--- src/sv/alle_pkg.sv ---
`timescale 1ns / 1ps
// Shared types and codes for the array linked list engine.
// No dependencies; imported by every module of the block.
package alle_pkg;

	localparam int LIST_DEPTH_DEF = 16;
	localparam int VALUE_BITS_DEF = 24;

	localparam int OPCODE_W   = 3;
	localparam int ITEM_W     = 24;
	localparam int POS_W      = 5;
	localparam int STATUS_W   = 3;
	localparam int FOUND_W    = 5;
	localparam int SLOT_OUT_W = 4;
	localparam int PTR_W      = 5;
	localparam int COUNT_W    = 5;

	localparam logic [OPCODE_W-1:0] OP_INIT   = 3'd0;
	localparam logic [OPCODE_W-1:0] OP_APPEND = 3'd1;
	localparam logic [OPCODE_W-1:0] OP_INSERT = 3'd2;
	localparam logic [OPCODE_W-1:0] OP_DELETE = 3'd3;
	localparam logic [OPCODE_W-1:0] OP_FIND   = 3'd4;

	localparam logic [STATUS_W-1:0] STAT_OK        = 3'd0;
	localparam logic [STATUS_W-1:0] STAT_NOT_INIT  = 3'd1;
	localparam logic [STATUS_W-1:0] STAT_FULL      = 3'd2;
	localparam logic [STATUS_W-1:0] STAT_EMPTY     = 3'd3;
	localparam logic [STATUS_W-1:0] STAT_INVALID   = 3'd4;
	localparam logic [STATUS_W-1:0] STAT_NOT_FOUND = 3'd5;

	typedef enum logic [3:0] {
		ST_IDLE,
		ST_DECODE,
		ST_SCAN,
		ST_WLOAD,
		ST_WALK,
		ST_LINK1,
		ST_LINK2,
		ST_DEL_RD,
		ST_DEL_WR,
		ST_DONE
	} state_t;

	typedef struct packed {
		logic val_we;
		logic next_we;
	} store_ctl_t;

endpackage

--- src/sv/array_linked_list_engine.sv ---
`timescale 1ns / 1ps
// Linked list engine over fixed slot memories: init, append, insert, delete, find.
// Depends on alle_pkg and alle_store.
//
//  channel | direction | handshake          | payload
//  in      | sink      | in_valid, in_stall | opcode, item_value, position
//  out     | source    | out_valid, out_stall | status, found_position, slot_used,
//          |           |                    | head_slot, tail_slot, item_count
//
// Init, errors and unused opcodes go from decode straight to the result.
// Append/insert add a free-slot search upward from slot 0. A mid-list insert, a delete
// of more than one item and find load the head, then walk the next-link memory one link
// a cycle (up to LIST_DEPTH links), then up to two link updates (delete: read, write).
// Reset clears occupancy, count and control; the slot memories are not cleared.
// A finished result waits in the output register; the next input transfer is taken.
module array_linked_list_engine #(
	parameter int LIST_DEPTH = alle_pkg::LIST_DEPTH_DEF,
	parameter int VALUE_BITS = alle_pkg::VALUE_BITS_DEF
) (
	input  logic                               clk,
	input  logic                               arst_n,
	input  logic                               in_valid,
	output logic                               in_stall,
	input  logic [alle_pkg::OPCODE_W-1:0]      opcode,
	input  logic [alle_pkg::ITEM_W-1:0]        item_value,
	input  logic [alle_pkg::POS_W-1:0]         position,
	output logic                               out_valid,
	input  logic                               out_stall,
	output logic [alle_pkg::STATUS_W-1:0]      status,
	output logic [alle_pkg::FOUND_W-1:0]       found_position,
	output logic [alle_pkg::SLOT_OUT_W-1:0]    slot_used,
	output logic signed [alle_pkg::PTR_W-1:0]  head_slot,
	output logic signed [alle_pkg::PTR_W-1:0]  tail_slot,
	output logic [alle_pkg::COUNT_W-1:0]       item_count
);
	import alle_pkg::*;

	localparam int SLOT_W = $clog2(LIST_DEPTH);
	localparam int CNT_W  = $clog2(LIST_DEPTH + 1);
	localparam int CMP_W  = ((CNT_W > POS_W) ? CNT_W : POS_W) + 1;

	state_t state_q, state_d;

	logic [OPCODE_W-1:0]   op_q;
	logic [VALUE_BITS-1:0] val_q;
	logic [POS_W-1:0]      pos_q;
	logic [CMP_W-1:0]      ins_pos_q;
	logic [CNT_W-1:0]      target_q;
	logic [CNT_W-1:0]      walk_k_q;
	logic [SLOT_W-1:0]     walk_slot_q;
	logic [SLOT_W-1:0]     scan_q;
	logic [SLOT_W-1:0]     free_q;
	logic [SLOT_W-1:0]     prev_q;
	logic [SLOT_W-1:0]     prev_next_q;
	logic [SLOT_W-1:0]     slot_q;
	logic [SLOT_W-1:0]     head_q;
	logic [SLOT_W-1:0]     tail_q;
	logic [CNT_W-1:0]      found_q;
	logic [STATUS_W-1:0]   status_q;

	logic [CNT_W-1:0]      count_q;
	logic                  init_q;
	logic [LIST_DEPTH-1:0] occ_q;
	logic                  out_valid_q;

	logic [STATUS_W-1:0]      out_status_q;
	logic [FOUND_W-1:0]       out_found_q;
	logic [SLOT_OUT_W-1:0]    out_slot_q;
	logic [PTR_W-1:0]         out_head_q;
	logic [PTR_W-1:0]         out_tail_q;
	logic [COUNT_W-1:0]       out_count_q;

	store_ctl_t            st_ctl;
	logic [SLOT_W-1:0]     st_waddr;
	logic [SLOT_W-1:0]     st_wnext;
	logic [SLOT_W-1:0]     st_raddr;
	logic [VALUE_BITS-1:0] rd_value;
	logic [SLOT_W-1:0]     rd_next;

	logic [CMP_W-1:0]    pos_c;
	logic [CMP_W-1:0]    cnt_c;
	logic                is_full;
	logic                is_empty;
	logic                ins_bad;
	logic                del_bad;
	logic                p_first;
	logic                p_last;
	logic                del_last;
	logic                at_target;
	logic                at_end;
	logic                val_hit;
	logic                free_hit;
	logic                direct_link;
	logic [STATUS_W-1:0] dec_status;
	logic                dec_scan;
	logic                dec_walk;
	logic                dec_single;
	logic                out_load;
	logic [31:0]         slot_ext;
	logic [31:0]         head_ext;
	logic [31:0]         tail_ext;
	logic [31:0]         found_ext;
	logic [31:0]         count_ext;

	alle_store #(
		.LIST_DEPTH (LIST_DEPTH),
		.VALUE_BITS (VALUE_BITS),
		.SLOT_W     (SLOT_W)
	) u_store (
		.clk    (clk),
		.ctl    (st_ctl),
		.waddr  (st_waddr),
		.wvalue (val_q),
		.wnext  (st_wnext),
		.raddr  (st_raddr),
		.rvalue (rd_value),
		.rnext  (rd_next)
	);

	assign pos_c       = CMP_W'(pos_q);
	assign cnt_c       = CMP_W'(count_q);
	assign is_full     = (count_q == CNT_W'(LIST_DEPTH));
	assign is_empty    = (count_q == '0);
	assign ins_bad     = (pos_q == '0) || (pos_c > cnt_c + CMP_W'(1));
	assign del_bad     = (pos_q == '0) || (pos_c > cnt_c);
	assign p_first     = (ins_pos_q == CMP_W'(1));
	assign p_last      = (ins_pos_q == cnt_c + CMP_W'(1));
	assign del_last    = (pos_c == cnt_c);
	assign at_target   = (walk_k_q == target_q);
	assign at_end      = (walk_k_q == count_q);
	assign val_hit     = (rd_value == val_q);
	assign free_hit    = !occ_q[scan_q];
	assign direct_link = is_empty || p_first || p_last;

	always_comb begin
		dec_status = STAT_OK;
		dec_scan   = 1'b0;
		dec_walk   = 1'b0;
		dec_single = 1'b0;
		case (op_q)
			OP_INIT: begin
				dec_status = STAT_OK;
			end
			OP_APPEND, OP_INSERT: begin
				if (!init_q) begin
					dec_status = STAT_NOT_INIT;
				end else if (is_full) begin
					dec_status = STAT_FULL;
				end else if (op_q == OP_INSERT && ins_bad) begin
					dec_status = STAT_INVALID;
				end else begin
					dec_scan = 1'b1;
				end
			end
			OP_DELETE: begin
				if (!init_q) begin
					dec_status = STAT_NOT_INIT;
				end else if (is_empty) begin
					dec_status = STAT_EMPTY;
				end else if (del_bad) begin
					dec_status = STAT_INVALID;
				end else if (count_q == CNT_W'(1)) begin
					dec_single = 1'b1;
				end else begin
					dec_walk = 1'b1;
				end
			end
			OP_FIND: begin
				if (!init_q) begin
					dec_status = STAT_NOT_INIT;
				end else if (is_empty) begin
					dec_status = STAT_NOT_FOUND;
				end else begin
					dec_walk = 1'b1;
				end
			end
			default: begin
				dec_status = STAT_OK;
			end
		endcase
	end

	always_comb begin
		state_d = state_q;
		case (state_q)
			ST_IDLE: begin
				if (in_valid) begin
					state_d = ST_DECODE;
				end
			end
			ST_DECODE: begin
				if (dec_scan) begin
					state_d = ST_SCAN;
				end else if (dec_walk) begin
					state_d = ST_WLOAD;
				end else begin
					state_d = ST_DONE;
				end
			end
			ST_SCAN: begin
				if (free_hit) begin
					state_d = direct_link ? ST_LINK1 : ST_WLOAD;
				end
			end
			ST_WLOAD: begin
				state_d = ST_WALK;
			end
			ST_WALK: begin
				if (op_q == OP_FIND) begin
					if (val_hit || at_end) begin
						state_d = ST_DONE;
					end
				end else if (at_target) begin
					if (op_q == OP_DELETE) begin
						state_d = (pos_q == POS_W'(1)) ? ST_DONE : ST_DEL_RD;
					end else begin
						state_d = ST_LINK1;
					end
				end
			end
			ST_LINK1: begin
				state_d = (is_empty || p_first) ? ST_DONE : ST_LINK2;
			end
			ST_LINK2: begin
				state_d = ST_DONE;
			end
			ST_DEL_RD: begin
				state_d = ST_DEL_WR;
			end
			ST_DEL_WR: begin
				state_d = ST_DONE;
			end
			ST_DONE: begin
				if (out_load) begin
					state_d = ST_IDLE;
				end
			end
			default: begin
				state_d = ST_IDLE;
			end
		endcase
	end

	always_comb begin
		in_stall = (state_q != ST_IDLE);
		out_load = (state_q == ST_DONE) && (!out_valid_q || !out_stall);
		st_ctl   = '0;
		st_waddr = free_q;
		st_wnext = '0;
		st_raddr = head_q;
		case (state_q)
			ST_WALK: begin
				st_raddr = rd_next;
			end
			ST_DEL_RD: begin
				st_raddr = slot_q;
			end
			ST_LINK1: begin
				st_ctl.val_we  = 1'b1;
				st_ctl.next_we = 1'b1;
				st_waddr       = free_q;
				if (is_empty || p_last) begin
					st_wnext = '0;
				end else if (p_first) begin
					st_wnext = head_q;
				end else begin
					st_wnext = prev_next_q;
				end
			end
			ST_LINK2: begin
				st_ctl.next_we = 1'b1;
				st_waddr       = p_last ? tail_q : prev_q;
				st_wnext       = free_q;
			end
			ST_DEL_WR: begin
				st_ctl.next_we = 1'b1;
				st_waddr       = prev_q;
				st_wnext       = del_last ? '0 : rd_next;
			end
			default: begin
				st_raddr = head_q;
			end
		endcase
	end

	always_ff @(posedge clk or negedge arst_n) begin
		if (!arst_n) begin
			state_q     <= ST_IDLE;
			count_q     <= '0;
			init_q      <= 1'b0;
			occ_q       <= '0;
			out_valid_q <= 1'b0;
		end else begin
			state_q <= state_d;
			if (out_load) begin
				out_valid_q <= 1'b1;
			end else if (!out_stall) begin
				out_valid_q <= 1'b0;
			end
			case (state_q)
				ST_DECODE: begin
					if (op_q == OP_INIT) begin
						occ_q   <= '0;
						count_q <= '0;
						init_q  <= 1'b1;
					end else if (dec_single) begin
						occ_q[head_q] <= 1'b0;
						count_q       <= '0;
					end
				end
				ST_WALK: begin
					if (op_q == OP_DELETE && at_target && pos_q == POS_W'(1)) begin
						occ_q[walk_slot_q] <= 1'b0;
						count_q            <= count_q - CNT_W'(1);
					end
				end
				ST_LINK1: begin
					occ_q[free_q] <= 1'b1;
					if (is_empty || p_first) begin
						count_q <= count_q + CNT_W'(1);
					end
				end
				ST_LINK2: begin
					count_q <= count_q + CNT_W'(1);
				end
				ST_DEL_WR: begin
					occ_q[slot_q] <= 1'b0;
					count_q       <= count_q - CNT_W'(1);
				end
				default: begin
					count_q <= count_q;
				end
			endcase
		end
	end

	assign slot_ext  = 32'(slot_q);
	assign head_ext  = 32'(head_q);
	assign tail_ext  = 32'(tail_q);
	assign found_ext = 32'(found_q);
	assign count_ext = 32'(count_q);

	always_ff @(posedge clk) begin
		case (state_q)
			ST_IDLE: begin
				if (in_valid) begin
					op_q  <= opcode;
					val_q <= VALUE_BITS'(item_value);
					pos_q <= position;
				end
			end
			ST_DECODE: begin
				status_q  <= dec_status;
				found_q   <= '0;
				slot_q    <= dec_single ? head_q : '0;
				scan_q    <= '0;
				ins_pos_q <= (op_q == OP_APPEND) ? cnt_c + CMP_W'(1) : pos_c;
				target_q  <= (pos_q == POS_W'(1)) ? CNT_W'(1) : CNT_W'(pos_c - CMP_W'(1));
			end
			ST_SCAN: begin
				if (free_hit) begin
					free_q   <= scan_q;
					slot_q   <= scan_q;
					target_q <= CNT_W'(ins_pos_q - CMP_W'(1));
				end else begin
					scan_q <= scan_q + SLOT_W'(1);
				end
			end
			ST_WLOAD: begin
				walk_slot_q <= head_q;
				walk_k_q    <= CNT_W'(1);
			end
			ST_WALK: begin
				if (op_q == OP_FIND) begin
					if (val_hit) begin
						found_q <= walk_k_q;
					end else if (at_end) begin
						status_q <= STAT_NOT_FOUND;
					end
				end else if (at_target) begin
					if (op_q == OP_DELETE && pos_q == POS_W'(1)) begin
						slot_q <= walk_slot_q;
						head_q <= rd_next;
					end else if (op_q == OP_DELETE) begin
						prev_q <= walk_slot_q;
						slot_q <= rd_next;
					end else begin
						prev_q      <= walk_slot_q;
						prev_next_q <= rd_next;
					end
				end
				walk_slot_q <= rd_next;
				walk_k_q    <= walk_k_q + CNT_W'(1);
			end
			ST_LINK1: begin
				if (is_empty) begin
					head_q <= free_q;
					tail_q <= free_q;
				end else if (p_first) begin
					head_q <= free_q;
				end
			end
			ST_LINK2: begin
				if (p_last) begin
					tail_q <= free_q;
				end
			end
			ST_DEL_WR: begin
				if (del_last) begin
					tail_q <= prev_q;
				end
			end
			ST_DONE: begin
				if (out_load) begin
					out_status_q <= status_q;
					out_found_q  <= found_ext[FOUND_W-1:0];
					out_slot_q   <= slot_ext[SLOT_OUT_W-1:0];
					out_head_q   <= is_empty ? '1 : head_ext[PTR_W-1:0];
					out_tail_q   <= is_empty ? '1 : tail_ext[PTR_W-1:0];
					out_count_q  <= count_ext[COUNT_W-1:0];
				end
			end
			default: begin
				status_q <= status_q;
			end
		endcase
	end

	assign out_valid      = out_valid_q;
	assign status         = out_status_q;
	assign found_position = out_found_q;
	assign slot_used      = out_slot_q;
	assign head_slot      = out_head_q;
	assign tail_slot      = out_tail_q;
	assign item_count     = out_count_q;

endmodule

--- src/sv/alle_store.sv ---
`timescale 1ns / 1ps
// Value and next-link memories of the list, one write and one read port each.
// Depends on alle_pkg for the write control struct.
module alle_store #(
	parameter int LIST_DEPTH = alle_pkg::LIST_DEPTH_DEF,
	parameter int VALUE_BITS = alle_pkg::VALUE_BITS_DEF,
	parameter int SLOT_W     = $clog2(LIST_DEPTH)
) (
	input  logic                  clk,
	input  alle_pkg::store_ctl_t  ctl,
	input  logic [SLOT_W-1:0]     waddr,
	input  logic [VALUE_BITS-1:0] wvalue,
	input  logic [SLOT_W-1:0]     wnext,
	input  logic [SLOT_W-1:0]     raddr,
	output logic [VALUE_BITS-1:0] rvalue,
	output logic [SLOT_W-1:0]     rnext
);
	import alle_pkg::*;

	logic [VALUE_BITS-1:0] value_mem [LIST_DEPTH];
	logic [SLOT_W-1:0]     next_mem  [LIST_DEPTH];
	logic [VALUE_BITS-1:0] rvalue_s1;
	logic [SLOT_W-1:0]     rnext_s1;

	always_ff @(posedge clk) begin
		if (ctl.val_we) begin
			value_mem[waddr] <= wvalue;
		end
		if (ctl.next_we) begin
			next_mem[waddr] <= wnext;
		end
		rvalue_s1 <= value_mem[raddr];
		rnext_s1  <= next_mem[raddr];
	end

	assign rvalue = rvalue_s1;
	assign rnext  = rnext_s1;

endmodule

--- config.mk ---
export PLATFORM = sky130hd
export DESIGN_NAME = array_linked_list_engine
export DESIGN_NICKNAME = d
export VERILOG_FILES = /design/src/sv/alle_pkg.sv /design/src/sv/array_linked_list_engine.sv /design/src/sv/alle_store.sv
export SDC_FILE = /design/constraint.sdc
export NUM_CORES = 1
export LEC_CHECK = 0
export BUFFER_PORTS_ARGS = -buffer_cell sky130_fd_sc_hd__buf_2
export CAP_MARGIN = 10
export CORE_MARGIN = 3
export CORE_UTILIZATION = 55
export CTS_BUF_LIST = sky130_fd_sc_hd__clkbuf_2 sky130_fd_sc_hd__clkbuf_4 sky130_fd_sc_hd__clkbuf_8
export DETAILED_ROUTE_END_ITERATION = 8
export PLACE_DENSITY_LB_ADDON = 0.25
export SYNTH_ARGS = -nofsm -noshare
export SYNTH_HDL_FRONTEND = slang
export SYNTH_SLANG_ARGS = --single-unit
export TNS_END_PERCENT = 10
--- constraint.sdc ---
create_clock -name clk -period 8.5 [get_ports clk]
set_input_delay 1.7 -clock clk [delete_from_list [all_inputs] [get_ports clk]]
set_output_delay 1.7 -clock clk [all_outputs]
set_load 0.05 [all_outputs]
* Yosys cells after proc, flatten, opt, wreduce, memory -nomap -nowiden
Memories as Yosys holds them, arrays and structs flattened. A register that Yosys moved wholly into a read port is not among the register bits. Cells that the tools add are included.
Word-level totals: flip-flop bits (word level) 142, RAM bits 448, bits of input ports 36, output and inout bits 29, word-level logic and storage cells 261, memories kept 2
Operators by class: add/subtract/negate cells 7, $lt $le $gt $ge 11, eq/ne operators 44, multiplexer cells 106, bitwise gates (word level) 11, reductions and logical operators 50
Memories:
- u_store.value_mem | words 16, width 24, rd ports 1, clocked after Yosys merged registers in 1, write ports 1, line alle_store.sv:20 | logic [VALUE_BITS-1:0] value_mem [LIST_DEPTH];
- u_store.next_mem | words 16, width 4, rd ports 1, clocked after Yosys merged registers in 1, write ports 1, line alle_store.sv:21 | logic [SLOT_W-1:0] next_mem [LIST_DEPTH];
Operators with widths (number):
- two-way mux 4 bit | 30
- one-hot mux 16 bit (4 select lines) | 1
- two-way mux 5 bit | 11
- AND 16 bit | 3
- two-way mux 16 bit | 3
- inverter 16 bit | 3
- one-hot mux 4 bit (2 select lines) | 5
- two-way mux 3 bit | 12
- one-hot mux 4 bit (3 select lines) | 3
- one-hot mux 4 bit (9 select lines) | 1
- != test 2 bit, second input constant | 16
- one-hot mux 5 bit (2 select lines) | 3
- two-way mux 1 bit | 28
- less-than comparator 4 x 5 -> 1 bit, second input constant | 5
- one-hot mux 5 bit (5 select lines) | 1
- == test 24 bit | 1
- AND reduction 5 bit | 4
- demux 1 bit (select 4 bit) | 4
- == test 4 x 3 -> 1 bit, second input constant | 4
- >= comparator 4 x 1 -> 1 bit, second input constant | 4
- bitwise OR 16 bit | 1
- AND reduction 4 bit | 4
- == test 5 bit | 3
- != test 3 bit, second input constant | 5
- other kinds (36) | 74

* Longest topological paths before layout
Gate-level depths: netlist of run 1.
word-level depth 10, gate-level depth with buffers 13

* Modules after synthesis
Synthesis of run 1 repeated with hierarchy kept, for this count alone.
Unflattened totals: cells, all modules 1482, area total of the unflattened synthesis 25385.6 um2
Modules (own cells, without submodules):
- alle_store | instances 1, cells each 760, area an instance 17625.7 um2, sequential area each 14013.4 um2
- array_linked_list_engine | instances 1, cells each 722, area an instance 7759.9 um2, sequential area each 4098.9 um2

* Worst setup path before layout of run 1
No wires, ideal clock.
kind reg-to-reg, start register count_q[0], end memory u_store.value_mem[0][0] (netlist bit), enable pin, setup time 466 ps, data arrival time 4685 ps, required time 8034 ps, path slack 3349 ps, stages on the path, launching flop included 13, path buffers 4, clock period less this slack 5151 ps, cell sequence dfrtp_1 > buf_2 > inv_1 > ha_1 > xor2_1 > nor3_2 > and4_1 > buf_4 > and2_1 > a222oi_1 > buf_4 > buf_2 > nor4_1
On the way: word-level cells in the longest chain between the ends 4
Ends and longest elaborated chain:
- start, declared | line array_linked_list_engine.sv:61 | logic [CNT_W-1:0] count_q;
- start signal, assigned | line array_linked_list_engine.sv:314 | count_q <= count_q - CNT_W'(1);
- start signal, assigned | line array_linked_list_engine.sv:320 | count_q <= count_q + CNT_W'(1);
- start signal, assigned | line array_linked_list_engine.sv:324 | count_q <= count_q + CNT_W'(1);
- adder 5 x 1 -> 6 bit | line array_linked_list_engine.sv:127 | assign p_last = (ins_pos_q == cnt_c + CMP_W'(1));
- == test 6 bit | line array_linked_list_engine.sv:127
- two-way mux 4 bit | line array_linked_list_engine.sv:272 | st_waddr = p_last ? tail_q : prev_q;
- one-hot mux 4 bit (2 select lines) | line array_linked_list_engine.sv:251 | case (state_q)
- end, declared | line alle_store.sv:20
Every way passes these cells.

* Final worst setup path of run 1
start register count_q[0], end memory u_store.value_mem[3][9] (netlist bit), enable pin
The elaborated chain is that of the path after synthesis.

==> results of run 1 <==
## critical path: cells and delay by family (launching register included)
family,cells,cell delay [ns]
AOI/OAI and AO/OA,2,0.50
xor gates and xnor gates,1,0.18
adders and majority gates,1,0.38
buffers and inverters,3,0.95
DFF,1,0.69
and+or+nand+nor,4,1.08
## cell families after synthesis
| family | count (synthesis) | synth area share [%] |
|---|---|---|
| multiplexers | 14 | 0.768 |
| AO/OA/AOI/OAI | 489 | 13.4 |
| flip-flops | 617 | 68.7 |
| adder cells (fa/ha/maj) | 19 | 0.901 |
| AND/OR/NAND/NOR | 629 | 11.5 |
| XOR/XNOR | 55 | 1.85 |
| buffers and inverters | 160 | 2.96 |
## power by group through the flow
stage	combinational, mW	clock [mW]	sequential (mW)
finish	2.23	2.56	4.18
detailed placement	2.21	0	4.23
global route	2.44	2.74	4.22
floorplan	1.59	0	4.16
CTS	2.21	2.60	4.17
global placement	2.17	0	4.22
## per-stage QoR
step / power, mW / area, µm² / instances / setup WS (ns)
2_1_floorplan: 5.75 / 26400 / 1983 / 3.35
3_3_place_gp: 6.39 / 27200 / 2557 / 4.54
3_5_place_dp: 6.44 / 27200 / 2557 / 4.44
4_1_cts: 8.99 / 29300 / 2731 / 4.44
5_1_grt: 9.41 / 29300 / 2732 / 4.05
6_report: 8.98 / 29300 / 2732 / 4.32
## state kept, by name, indices dropped and copies added, names as in the netlist, 6 cells and up
| signal | flops |
|---|---|
| ins_pos_q | 6 |
| occ_q | 16 |
| u_store.next_mem | 64 |
| u_store.rvalue | 24 |
| u_store.value_mem | 384 |
| val_q | 24 |
## Yosys cell counts (all sizes together) (4+ instances only)
| cell | instances | area, µm² |
|---|---|---|
| xor2 | 23 | 201 |
| a21o | 7 | 52.6 |
| mux4 | 5 | 113 |
| a2bb2oi | 8 | 70.1 |
| a221oi | 5 | 67.6 |
| a22oi | 6 | 45.0 |
| a31oi | 73 | 457 |
| o31ai | 8 | 60.1 |
| nand3 | 18 | 90.1 |
| a311oi | 58 | 508 |
| inv | 22 | 82.6 |
| nand2 | 312 | 1170 |
| o32ai | 5 | 43.8 |
| nor3 | 35 | 190 |
| clkbuf | 80 | 302 |
| o21ai | 45 | 229 |
| dfrtp | 27 | 676 |
| dfxtp | 28 | 561 |
| and3 | 8 | 50.1 |
| or2 | 4 | 25.0 |
| o21a | 4 | 30.0 |
| or3 | 5 | 31.3 |
| a21oi | 81 | 405 |
| nor4 | 23 | 163 |
| and2 | 122 | 763 |
| nand4 | 6 | 37.5 |
| o221ai | 7 | 61.3 |
| nor2b | 12 | 75.1 |
| a211oi | 144 | 1180 |
| edfxtp | 562 | 16900 |
| nand2b | 16 | 100 |
| o22ai | 7 | 43.8 |
| nor2 | 58 | 220 |
| xnor2 | 32 | 288 |
| ha | 19 | 238 |
| buf | 58 | 395 |
| mux2i | 9 | 90.1 |
## layout make-up
| type | instances | area (µm²) |
|---|---|---|
| inverters | 22 | 82.6 |
| multi-input cells | 1206 | 7650 |
| well taps | 607 | 759 |
| fillers | 3465 | 17700 |
| repair buffers | 106 | 646 |
| clock buffers | 138 | 1720 |
| flip-flops and latches | 617 | 18100 |
| clock inverters | 36 | 292 |
## worst max-delay path by stage
| stage | endpoint | slack (ns) | cells after the start |
|---|---|---|---|
| 2_1_floorplan | u_store.value_mem[0][0] | 3.35 | 12 |
| 3_3_place_gp | u_store.rvalue[11] | 4.54 | 10 |
| 3_5_place_dp | u_store.value_mem[3][10] | 4.44 | 10 |
| 4_1_cts | u_store.value_mem[3][9] | 4.44 | 10 |
| 5_1_grt | u_store.rvalue[6] | 4.05 | 11 |
| 6_report | u_store.value_mem[3][9] | 4.32 | 11 |
## routing by layer
layer	GRT usage, %	part of all wire [%]
met4	7.57	1.7
met1	36.3	43
met2	38.1	46
met3	5.73	9.0
met5	0	0
==> flow_metrics.py, run 1 <==
metrics = {
    "critical_path": {
        "crit_path_max_incr_delay_ns": 0.69,
        "slowest_stage": "dfrtp_1",
        "rr_worst_depth": 11,
        "path_cells": "inv_1 -> ha_1 -> xor2_1 -> nor3_2 -> and4_1 -> o21ai_2 -> a222oi_1 -> buf_4 -> nand2_1 -> nor3_2 -> buf_4",
        "crit_start": "count_q[0]",
        "crit_required_ns": 8.82,
        "crit_type": "reg2reg",
        "rr_endpoint": "u_store.value_mem[3][9]",
        "end_kind": "flip-flop",
        "timing.reg2reg.setup_slack_ns": 4.32,
        "r2r_start": "count_q[0]",
        "path_max_fanout": 24,
        "cp-start-kind": "flip-flop",
        "cp_data_arrival_time_ns": 4.50,
    },
    "hold_path": {
        "hold_path_depth": 0,
        "hold_class": "reg2reg",
        "holdPathEnd": "found_position[2]",
        "hold_path_startpoint": "found_q[2]",
    },
    "floorplan": {
        "die_y_um": 225,
        "dieWidth_um": 225,
        "core-area_um2": 47000,
        "die_area_um2": 50600,
        "ios": 65,
        "rows": 79,
        "start_util_pct": 56.2,
    },
    "clock_tree": {
        "post-cts-setup-buffers": 0,
        "cts_root_buffer": "clkbuf_8",
        "cts.sinks": 617,
        "cts_htree_levels": 3,
        "cts_resized": 0,
        "cts_tree": "done",
        "cts_hold_buffers": 0,
        "clk_pin_slew_ns": 0.06,
        "clock_latency_ns": 0.70,
        "cts_inserted_buffers": 95,
        "cts_max_path_buffers": 3,
    },
    "timing": {
        "whs_ns": 0.418,
        "grt_setup_unrepaired": "false",
        "slew-limit-headroom_pct": 23.9,
        "fin_tns_setup_ns": 0,
        "finalHoldViolCount": 0,
        "tightest_slew_ns": 1.13,
        "fmax_mhz": 239,
        "min_period_ns": 4.18,
        "fin_crit_sh_pct": 49.1,
        "finClkSkew_ns": 0.0426,
        "finalMaxSlewViolations": 0,
        "setup_viol": 0,
    },
    "power_and_ir_drop": {
        "p_seq_share_pct": 46.6,
        "power.leakage_nw": 9.86,
        "p_sw_mw": 3.04,
        "ir_drop_v": 0.000253,
        "clock_power_share_pct": 28.5,
        "p_per_area_nw_per_um2": 307,
        "intPower_mw": 5.93,
        "netSwitchingFraction_pct": 33.9,
        "pwr-share-comb_pct": 24.9,
    },
    "synth": {
        "synth.avg_cell_area_um2": 13.3,
        "yosys_warnings": 0,
        "syn-num-nets": 2038,
        "ys.flop_type": "edfxtp_1",
        "synth_edf_count": 562,
        "synth_seq_cells": 617,
        "syn_inst": 1983,
        "ys_types": 77,
        "synth_area_um2": 26400,
        "synthArstFlopShare_pct": 4.38,
        "yosysSeqAreaShare_pct": 68.7,
    },
    "detailed_routing": {
        "drcViolationCount": 0,
        "viasPerCell": 6.21,
        "post_drt_wl_per_cell_um": 22.9,
        "postRouteAntennaNets": 0,
        "drtIter0Drc": 2117,
        "firstDrtPassIters": 6,
        "wl_mm": 62.6,
        "vias": 17000,
    },
    "cells_and_area": {
        "nNetsFinal": 2103,
        "post-route-util_pct": 62.3,
        "final_cell_mix": "562 x edfxtp_1, 311 x nand2_1, 124 x a211oi_1",
        "layout_commonest_cell": "edfxtp_1",
        "drive_gt1_share_pct": 15.3,
        "area_delta_synth_final_pct": 10.9,
        "diodes": 0,
    },
    "run": {
        "drv_cap": 0,
    },
    "global_route": {
        "antenna_found_initial": 1,
        "overflow": 0,
        "grt_first_pass_wirelength_mm": 96.4,
        "grt_pass1_vias": 16500,
        "grt_max_degree": 193,
        "grt.total_usage_pct": 25.0,
    },
    "placement": {
        "routabilityCongestion": 0.910,
        "portBuffers": 64,
        "dp.final_hpwl_mm": 36.0,
    },
    "outcome": {
        "status": "finished, final reports clean",
    },
}
(Power assumes the default switching activity.)
==> inputs of run 2 (changes only) <==
Clock period 8.5 ns to 4 ns, I/O delays scaled along.
==> run 2 against run 1 <==
Against the previous run: sequential power rose by 110%; largest cell class unchanged; sequential cell count did not move; fmax rose by 13%; routed wire length up 3.4%; core utilization rose by 1.8 points; count of clock-buffer cells in the layout up 13.
==> flow_metrics.py, run 2 (same netlist as run 1, synthesis figures left out) <==
metrics = {
    "outcome": {
        "status": "finished, final reports clean",
    },
    "clock_tree": {
        "clk_pin_slew_ns": 0.07,
        "cts_inserted_buffers": 97,
        "cts.sinks": 617,
        "cts_max_path_buffers": 3,
        "cts_tree": "done",
        "cts_root_buffer": "clkbuf_8",
        "cts_htree_levels": 3,
        "cts_hold_buffers": 0,
        "cts_resized": 0,
        "clock_latency_ns": 0.70,
    },
    "detailed_routing": {
        "drtIter0Drc": 1874,
        "vias": 17400,
        "viasPerCell": 6.20,
        "postRouteAntennaNets": 0,
        "wl_mm": 64.7,
        "post_drt_wl_per_cell_um": 23.1,
        "firstDrtPassIters": 6,
        "drcViolationCount": 0,
    },
    "global_route": {
        "grt_first_pass_wirelength_mm": 98.3,
        "antenna_found_initial": 1,
        "grt.total_usage_pct": 25.6,
        "grt_max_degree": 117,
        "grt_pass1_vias": 16700,
        "overflow": 0,
    },
    "floorplan": {
        "ios": 65,
        "die_area_um2": 50600,
        "start_util_pct": 56.2,
        "core-area_um2": 47000,
        "die_y_um": 225,
        "dieWidth_um": 225,
        "rows": 79,
    },
    "power_and_ir_drop": {
        "ir_drop_v": 0.000432,
        "power.leakage_nw": 10.3,
        "p_per_area_nw_per_um2": 659,
    },
    "timing": {
        "setup_viol": 0,
        "fmax_mhz": 271,
        "fin_crit_sh_pct": 92.3,
        "tightest_slew_ns": 1.02,
        "finClkSkew_ns": 0.0411,
        "finalHoldViolCount": 0,
        "slew-limit-headroom_pct": 32.1,
        "grt_setup_unrepaired": "false",
        "min_period_ns": 3.69,
        "whs_ns": 0.186,
        "finalMaxSlewViolations": 0,
    },
    "hold_path": {
        "hold_class": "in2async",
    },
    "cells_and_area": {
        "final_cell_mix": "562 x edfxtp_1, 311 x nand2_1, 124 x a211oi_1",
        "nNetsFinal": 2167,
        "largest_register": "u_store.value_mem",
        "instances_no_fill": 2804,
        "fillers": 3378,
        "finalInstanceArea_um2": 30100,
        "reg.largest.list": "u_store.value_mem x384, u_store.next_mem x64",
        "area_delta_synth_final_pct": 14.1,
        "layout_commonest_cell": "edfxtp_1",
        "drive_gt1_share_pct": 18.1,
        "largest_register_ffs": 384,
    },
    "critical_path": {
        "slowest_stage": "a41oi_1",
        "crit_path_max_incr_delay_ns": 0.56,
        "cp-start-kind": "flip-flop",
        "path_max_fanout": 10,
        "path_cells": "inv_1 -> ha_1 -> xor2_1 -> nor3_2 -> a41oi_1 -> o21ai_0 -> a211o_1 -> or2_1 -> nor3_1 -> buf_4",
        "worst-path-buf-inv": 2,
        "end_kind": "flip-flop",
        "cp_data_arrival_time_ns": 4.07,
        "critPathTopFamily": "compound AO/OA/AOI/OAI gates",
        "crit_required_ns": 4.38,
        "crit_type": "reg2reg",
    },
    "placement": {
        "place_area_um2": 28000,
        "routabilityCongestion": 0.917,
        "dp_cells": 2618,
        "dp.final_hpwl_mm": 41.3,
        "portBuffers": 64,
    },
    "run": {
        "drv_cap": 0,
    },
}
-- run 2: changes by cell type in the layout (fill, tap and decap cells not counted), moves of 4 or more --
| cell | delta |
|---|---|
| nor4_2 | -5 |
| buf_4 | +45 |
| clkbuf_4 | +14 |
| buf_12 | +18 |
| nor4_4 | +5 |
| clkinv_2 | -4 |
-- run 2: metrics by stage --
step                      power [mW]  utilization [%]  worst slack (ns)  TNS [ns]
after global routing            20.7             64.1             0.152         0
after CTS                       19.8             64.1             0.104         0
after global placement          14.1             59.6             0.204         0
final                           19.8             64.1             0.310         0
after detailed placement        14.2             59.6             0.102         0
after floorplan                 12.2                -            -0.551    -70.35
-- run 2: repair_timing --
action,in CTS,in global routing
endpoints found under the hold margin,0,0
buffers inserted,0,2
setup endpoints to repair,0,45
-- run 2: power breakdown --
part	switching (mW)	internal (mW)	total, mW
combinational	3.73	1.74	5.46
sequential	0.636	8.08	8.71
clock	2.44	3.22	5.66
-- run 2: per-layer routing --
layer	vias up	global-route usage [%]	part of all wire, %
met4	0	7.73	2.2
met5	-	0	0
li1	7859	-	-
met3	108	5.20	9.9
met2	848	37.8	44
met1	8576	39.0	44
-- run 2: final timing paths --
kind	from	slack [ns]	end	cells after the start
setup / recovery	count_q[1]	0.31	u_store.next_mem[10][2]	10
hold / removal	arst_n	0.19	occ_q[11]	1
setup reg to reg	count_q[1]	0.31	u_store.next_mem[10][2]	10
hold reg to reg	found_q[4]	0.42	found_position[4]	0
max in group asynchronous	arst_n	3.29	occ_q[2]	1
min in group clk	item_value[12]	0.27	val_q[12]	1
-- run 2: cell type report --
type | count | area [µm²] | share of cell area, %
Clock buffer | 151 | 1810 | 6.01
Inverter | 22 | 82.6 | 0.274
Antenna cell | 2 | 5.00 | 0.0166
Tap cell | 607 | 759 | 2.52
Clock inverter | 31 | 304 | 1.01
Timing Repair Buffer | 168 | 1340 | 4.45
Multi-Input combinational cell | 1206 | 7690 | 25.6
Sequential cell | 617 | 18100 | 60.2
